## config.mk

```make
export PLATFORM = sky130hd
export DESIGN_NAME = stable_priority_queue_unit
export DESIGN_NICKNAME = d
export VERILOG_FILES = /design/src/hdl/spq_pkg.sv /design/src/hdl/stable_priority_queue_unit.sv /design/src/hdl/spq_mem.sv
export SDC_FILE = /design/constraint.sdc
export NUM_CORES = 1
export LEC_CHECK = 0
export ABC_AREA = 1
export BUFFER_PORTS_ARGS = -buffer_cell sky130_fd_sc_hd__clkbuf_2
export CORE_MARGIN = 2
export CORE_UTILIZATION = 45
export DETAILED_ROUTE_END_ITERATION = 10
export SLEW_MARGIN = 20
export SYNTH_ARGS = -nofsm -noshare
export SYNTH_HDL_FRONTEND = slang
export SYNTH_SLANG_ARGS = --single-unit
```

## constraint.sdc

```tcl
create_clock -name clk -period 4.5 [get_ports clk]
set_input_delay 0.675 -clock clk [delete_from_list [all_inputs] [get_ports clk]]
set_output_delay 0.675 -clock clk [all_outputs]
set_load 0.02 [all_outputs]
```

## src/hdl/spq_pkg.sv

```systemverilog
// shared types, codes and defaults for the stable priority queue
package spq_pkg;

	// default number of stored entries
	localparam int unsigned DEPTH_DEFAULT = 16;

	// operation codes
	localparam logic OP_INSERT = 1'b0;
	localparam logic OP_REMOVE = 1'b1;

	// status codes
	localparam logic [1:0] STATUS_DONE  = 2'd0;
	localparam logic [1:0] STATUS_FULL  = 2'd1;
	localparam logic [1:0] STATUS_EMPTY = 2'd2;

	// request transaction
	typedef struct packed {
		logic               operation;
		logic signed [31:0] item_value;
		logic        [15:0] priority_req;
	} req_t;

	// response transaction
	typedef struct packed {
		logic        [1:0]  status;
		logic signed [31:0] removed_value;
		logic        [4:0]  entry_count;
	} rsp_t;

	// one stored entry
	typedef struct packed {
		logic        [15:0] pri;
		logic signed [31:0] val;
	} entry_t;

endpackage

```

## src/hdl/stable_priority_queue_unit.sv

```systemverilog
// sorted priority queue, ties leave in arrival order; circular entry store
// flow: a refused op goes straight to the response, a remove pops the head, an
//   insert shifts up entries with a larger priority number and stores its own
// throughput: one transaction at a time; a single priority comparator walks
//   the store from the tail, moving one entry per cycle through the memory port
// reset: count, head and control clear at once; the store itself is not cleared
module stable_priority_queue_unit #(
	parameter int unsigned DEPTH = spq_pkg::DEPTH_DEFAULT
) (
	input  logic          clk,
	input  logic          arst_n,
	input  logic          req_valid,
	output logic          req_stall,
	input  spq_pkg::req_t req,
	output logic          rsp_valid,
	input  logic          rsp_stall,
	output spq_pkg::rsp_t rsp
);
	import spq_pkg::*;

	localparam int unsigned AW = (DEPTH > 1) ? $clog2(DEPTH) : 1;
	localparam int unsigned SW = AW + 1;
	localparam int unsigned CW = $clog2(DEPTH + 1);

	typedef enum logic [4:0] {
		S_IDLE = 5'b00001,
		S_LOOK = 5'b00010,
		S_CMP  = 5'b00100,
		S_POP  = 5'b01000,
		S_RESP = 5'b10000
	} state_t;

	state_t             state_q;
	logic [CW-1:0]      count_q;
	logic [AW-1:0]      head_q;
	logic [CW-1:0]      idx_q;
	logic [15:0]        pri_q;
	logic signed [31:0] val_q;
	logic [1:0]         pend_status_q;
	logic signed [31:0] pend_value_q;
	logic               rsp_valid_q;
	rsp_t               rsp_q;

	logic               mem_we;
	logic [AW-1:0]      mem_waddr;
	entry_t             mem_wdata;
	logic [AW-1:0]      mem_raddr;
	entry_t             mem_rdata;
	logic [CW-1:0]      rd_off;
	logic               stop;
	logic               accept;
	logic               out_free;
	logic [CW+4:0]      count_ext;

	// circular address: base plus logical offset, one compare and subtract
	function automatic logic [AW-1:0] wrap_add(input logic [AW-1:0] base,
			input logic [CW-1:0] off);
		logic [SW-1:0] sum;
		sum = SW'(base) + SW'(off);
		if (sum >= SW'(DEPTH)) begin
			sum = sum - SW'(DEPTH);
		end
		return sum[AW-1:0];
	endfunction

	assign accept    = req_valid && !req_stall;
	assign req_stall = (state_q != S_IDLE);
	assign out_free  = !rsp_valid_q || !rsp_stall;
	assign stop      = (mem_rdata.pri <= pri_q);
	assign count_ext = {5'b0, count_q};

	// memory port steering
	always_comb begin
		rd_off = '0;
		if (state_q == S_LOOK && idx_q != '0) begin
			rd_off = idx_q - CW'(1);
		end else if (state_q == S_CMP && idx_q >= CW'(2)) begin
			rd_off = idx_q - CW'(2);
		end
		mem_raddr = wrap_add(head_q, rd_off);
		mem_waddr = wrap_add(head_q, idx_q);
		mem_we    = 1'b0;
		mem_wdata = '{pri: pri_q, val: val_q};
		unique case (state_q)
			S_LOOK: begin
				mem_we = (idx_q == '0);
			end
			S_CMP: begin
				mem_we = 1'b1;
				if (!stop) begin
					mem_wdata = mem_rdata;
				end
			end
			default: begin
				mem_we = 1'b0;
			end
		endcase
	end

	spq_mem #(
		.DEPTH (DEPTH),
		.AW    (AW)
	) u_mem (
		.clk     (clk),
		.wr_en   (mem_we),
		.wr_addr (mem_waddr),
		.wr_data (mem_wdata),
		.rd_addr (mem_raddr),
		.rd_data (mem_rdata)
	);

	// sequencer
	always_ff @(posedge clk or negedge arst_n) begin
		if (!arst_n) begin
			state_q <= S_IDLE;
			count_q <= '0;
			head_q  <= '0;
			idx_q   <= '0;
		end else begin
			unique case (state_q)
				S_IDLE: begin
					if (accept) begin
						if (req.operation == OP_INSERT) begin
							if (count_q == CW'(DEPTH)) begin
								state_q <= S_RESP;
							end else begin
								idx_q   <= count_q;
								state_q <= S_LOOK;
							end
						end else if (count_q == '0) begin
							state_q <= S_RESP;
						end else begin
							state_q <= S_POP;
						end
					end
				end
				S_LOOK: begin
					if (idx_q == '0) begin
						count_q <= count_q + CW'(1);
						state_q <= S_RESP;
					end else begin
						state_q <= S_CMP;
					end
				end
				S_CMP: begin
					if (stop) begin
						count_q <= count_q + CW'(1);
						state_q <= S_RESP;
					end else begin
						idx_q <= idx_q - CW'(1);
						if (idx_q < CW'(2)) begin
							state_q <= S_LOOK;
						end
					end
				end
				S_POP: begin
					head_q  <= wrap_add(head_q, CW'(1));
					count_q <= count_q - CW'(1);
					state_q <= S_RESP;
				end
				S_RESP: begin
					if (out_free) begin
						state_q <= S_IDLE;
					end
				end
				default: begin
					state_q <= S_IDLE;
				end
			endcase
		end
	end

	// request payload and pending result
	always_ff @(posedge clk) begin
		if (accept) begin
			pri_q        <= req.priority_req;
			val_q        <= req.item_value;
			pend_value_q <= '0;
			if (req.operation == OP_INSERT) begin
				pend_status_q <= (count_q == CW'(DEPTH)) ? STATUS_FULL : STATUS_DONE;
			end else begin
				pend_status_q <= (count_q == '0) ? STATUS_EMPTY : STATUS_DONE;
			end
		end
		if (state_q == S_POP) begin
			pend_value_q <= mem_rdata.val;
		end
	end

	// output register
	always_ff @(posedge clk or negedge arst_n) begin
		if (!arst_n) begin
			rsp_valid_q <= 1'b0;
		end else if (state_q == S_RESP && out_free) begin
			rsp_valid_q <= 1'b1;
		end else if (!rsp_stall) begin
			rsp_valid_q <= 1'b0;
		end
	end

	always_ff @(posedge clk) begin
		if (state_q == S_RESP && out_free) begin
			rsp_q.status        <= pend_status_q;
			rsp_q.removed_value <= pend_value_q;
			rsp_q.entry_count   <= count_ext[4:0];
		end
	end

	assign rsp_valid = rsp_valid_q;
	assign rsp       = rsp_q;

	// checks
	a_count_bound: assert property (@(posedge clk) disable iff (!arst_n)
		count_q <= CW'(DEPTH))
		else $error("entry count above depth");

	a_full_refuse: assert property (@(posedge clk) disable iff (!arst_n)
		accept && req.operation == OP_INSERT && count_q == CW'(DEPTH)
		|=> state_q == S_RESP && $stable(count_q) && $stable(head_q))
		else $error("insert into full store not refused");

	a_cmp_index: assert property (@(posedge clk) disable iff (!arst_n)
		state_q == S_CMP |-> idx_q != '0)
		else $error("compare step with no entry below");

endmodule

```

## src/hdl/spq_mem.sv

```systemverilog
// entry storage: one write port, one registered read port
module spq_mem #(
	parameter int unsigned DEPTH = spq_pkg::DEPTH_DEFAULT,
	parameter int unsigned AW    = $clog2(DEPTH)
) (
	input  logic            clk,
	input  logic            wr_en,
	input  logic [AW-1:0]   wr_addr,
	input  spq_pkg::entry_t wr_data,
	input  logic [AW-1:0]   rd_addr,
	output spq_pkg::entry_t rd_data
);
	import spq_pkg::*;

	entry_t mem_q [DEPTH];

	// write and registered read
	always_ff @(posedge clk) begin
		if (wr_en) begin
			mem_q[wr_addr] <= wr_data;
		end
		rd_data <= mem_q[rd_addr];
	end

endmodule
```

==> reports/metrics.yaml <==
drtPass1Iterations: 5
die_y_um: 292.3
netlist.top_cell.by_area: "edfxtp_1"
whs_ps: 189.3
ys_async_sr_fraction_pct: 2.090
hpwl_mm: 45.62
endpoint_kind: "flip-flop"
worstSetupStartpointType: "flip-flop"
core_area_um2: 82240
yosysUniqueCellTypes: 33
hold_viol: 0
place_worst_setup_slack_ps: 530.8
yosys_warnings: 0
cts_buffer_depth: 3
route.detailed.drc: 0
finalSetupViolCount: 0
p_int_uw: 19030
synth-edff-count: 889
clock_skew_ps: 23.43
r2r_slack_ps: 480
crit_type: "reg2reg"
port_buffers: 93
grt_use_total_pct: 21.28
n_antenna_cell: 0
syn_nets: 2961
status: "complete, no violations"
crit_required_ps: 5080
ys.flop_type: "edfxtp_1"
p_sw_uw: 10570
fin_nets: 3081
cts_buffers: 98
worst_pin_slew_ps: 1031
setup_ws_ps: 479.8
area_growth_pct: 14.60
drt_iter0_markers: 2191
relSlewSlack_pct: 31.23
clkSlewWorstSetupHoldPaths_ps: 60
finalCriticalPeriod_ps: 4020
multiInputGateArea_um2: 8343
grt_pass1_vias: 23130
rsz0062_at_grt: "no"
hp-class: "in2reg"
pwr-share-clk_pct: 26.0
synth-seq-cells: 957
final_util_pct: 52.13
synth_area_um2: 37410
fmax_ghz: 0.2487
grt_max_degree: 201
post-route-period-util_pct: 89.34
cts_tree: "done"
ctsHtreeMaxLevel: 3
cts_root_buf: "clkbuf_16"
power_density_nw_per_um2: 690.4
p_leak_uw: 0.01521
grt_pass1_wl_mm: 138.7
critPathMaxFanout: 101
p_comb_share_pct: 35.5
synth_common_cells: "889 x edfxtp_1, 602 x nand2_1, 332 x o21ai_0"
rows: 105
cts_sinks: 957
yosysTopAreaCellShare_pct: 71.36
peakVddDrop_mv: 0.7309
seqCellArea_um2: 28160
gp_congestion: 0.8229
vias_per_cell: 5.640
routed_wl_mm: 91.46
synth.most_common_cell: "edfxtp_1"
avgRoutedWirePerCell_um: 22.04
drive_above_1_share_pct: 11.85
final_cells: 4149
io_pins: 94
synth_cells: 2875
route.vias.total: 23399
fillCellCount: 6725
start_util_pct: 45.49
tns_ps: 0
slew_violations: 0
netlist_top_cells_area: "edfxtp_1 71%, nand2_1 6.0%, o21ai_0 4.4%"
avgSynthCellArea_um2: 13.01
dpl.cell_count: 3964
seqPwrFrac_pct: 38.4
ant_nets: 0
clock_latency_ps: 660
drv_cap: 0
crit_arrival_ps: 4600
ys_seq_area_share_pct: 75.27
grt_overflow: 0
die_w_um: 292.3
p_sw_share_pct: 35.71
antenna_found_initial: 0
dieArea_um2: 85460
## through the flow
| step | instance area, um^2 | power, uW |
|---|---|---|
| 2_1_floorplan | 37410 | 18900 |
| 3_3_place_gp | 39790 | 21760 |
| 3_5_place_dp | 39790 | 22040 |
| 4_1_cts | 42870 | 29760 |
| 5_1_grt | 42870 | 31480 |
| 6_report | 42870 | 29600 |
## power groups by stage
stage / registers [uW] / logic (uW) / clock network, uW
after global placement: 11500 / 10200 / 0
after CTS: 11400 / 10500 / 7830
final: 11400 / 10500 / 7710
after floorplan: 11500 / 7380 / 0
after detailed placement: 11600 / 10500 / 0
after global routing: 11400 / 11900 / 8180
## final timing paths
| path | from | to | cells past startpoint |
|---|---|---|---|
| worst max-delay path | idx_q[0]$_DFFE_PN0P_ | u_mem.rd_data[44]$_DFF_P_ | 15 |
| worst min-delay path | req[35] | val_q[19]$_DFFE_PP_ | 1 |
| worst max register to register | idx_q[0]$_DFFE_PN0P_ | u_mem.rd_data[44]$_DFF_P_ | 15 |
| worst min register to register | pend_value_q[28]$_SDFFCE_PN0P_ | rsp[33]$_DFFE_PP_ | 0 |
| max in group asynchronous | arst_n | idx_q[0]$_DFFE_PN0P_ | 2 |
| min in group asynchronous | arst_n | head_q[0]$_DFFE_PN0P_ | 2 |
## cell families (layout without fill, tap and decap cells)
kind of cell / count (synthesis) / count (layout) / synth area share (%)
DFF: 957 / 957 / 75.27
buffers and inverters: 268 / 472 / 2.980
adders and majority gates: 33 / 33 / 1.164
xor gates and xnor gates: 14 / 14 / 0.3278
and+or+nand+nor: 946 / 946 / 9.846
AOI/OAI and AO/OA: 657 / 657 / 10.42
## layer usage
| metal | track usage [%] | vias to the layer above | routed length, um |
|---|---|---|---|
| met3 | 2.527 | 150 | 5314 |
| met1 | 28.86 | 11780 | 39680 |
| met2 | 36.36 | 762 | 44550 |
| met5 | 0 | - | 0 |
| met4 | 6.079 | 0 | 1913 |
| li1 | - | 10707 | - |
## flip-flops by register name (all words and copies together), names as in the netlist
register / count
rsp: 39
rsp_valid: 1
u_mem.rd_data: 48
pri_q: 16
val_q: 32
pend_value_q: 32
u_mem.mem_q: 768
idx_q: 5
state_q: 5
pend_status_q: 2
count_q: 5
head_q: 4
## timing repair
action,in CTS,in global routing
hold buffers,1,0
setup endpoints to repair,0,0
setup buffers,0,0
gates resized for setup,0,0
endpoints found under the hold margin,18,0
## final cells by class
cell class | count | area share (%)
multi-input cells | 1650 | 19.46
flip-flops and latches | 957 | 65.68
inverters | 91 | 0.8317
clock inverters | 45 | 0.6946
repair buffers | 197 | 3.730
well taps | 1070 | 3.123
clock buffers | 139 | 6.485
## critical path: stages (launching register included)
cell and delay, ps:
dfrtp_1 460, inv_1 130, ha_1 220, nand3_1 120
nand4_2 160, o21ai_0 340, ha_4 180, inv_1 50
fa_4 680, inv_8 570, buf_12 290, a21oi_1 90
a32o_1 260, o21ai_0 140, nand3_1 100, nand2_1 120
## layout by cell type (no fill, tap or decap), drive strengths merged, types with 2 or more instances in the layout
cell type	synthesis	routed
nand3b	2	2
nand3	73	73
a21oi	111	111
bufinv	0	2
clkinv	0	38
xnor2	5	5
ha	30	30
o21ai	351	351
o22ai	98	98
fa	3	3
or2	2	2
buf	69	103
dfxtp	48	48
nand4	7	7
a32o	96	96
edfxtp	889	889
inv	91	94
nand2	603	603
dfrtp	19	19
nor2	259	259
clkbuf	108	232
xor2	9	9
clkinvlp	0	2
Power figures use the tool's default switching activity.
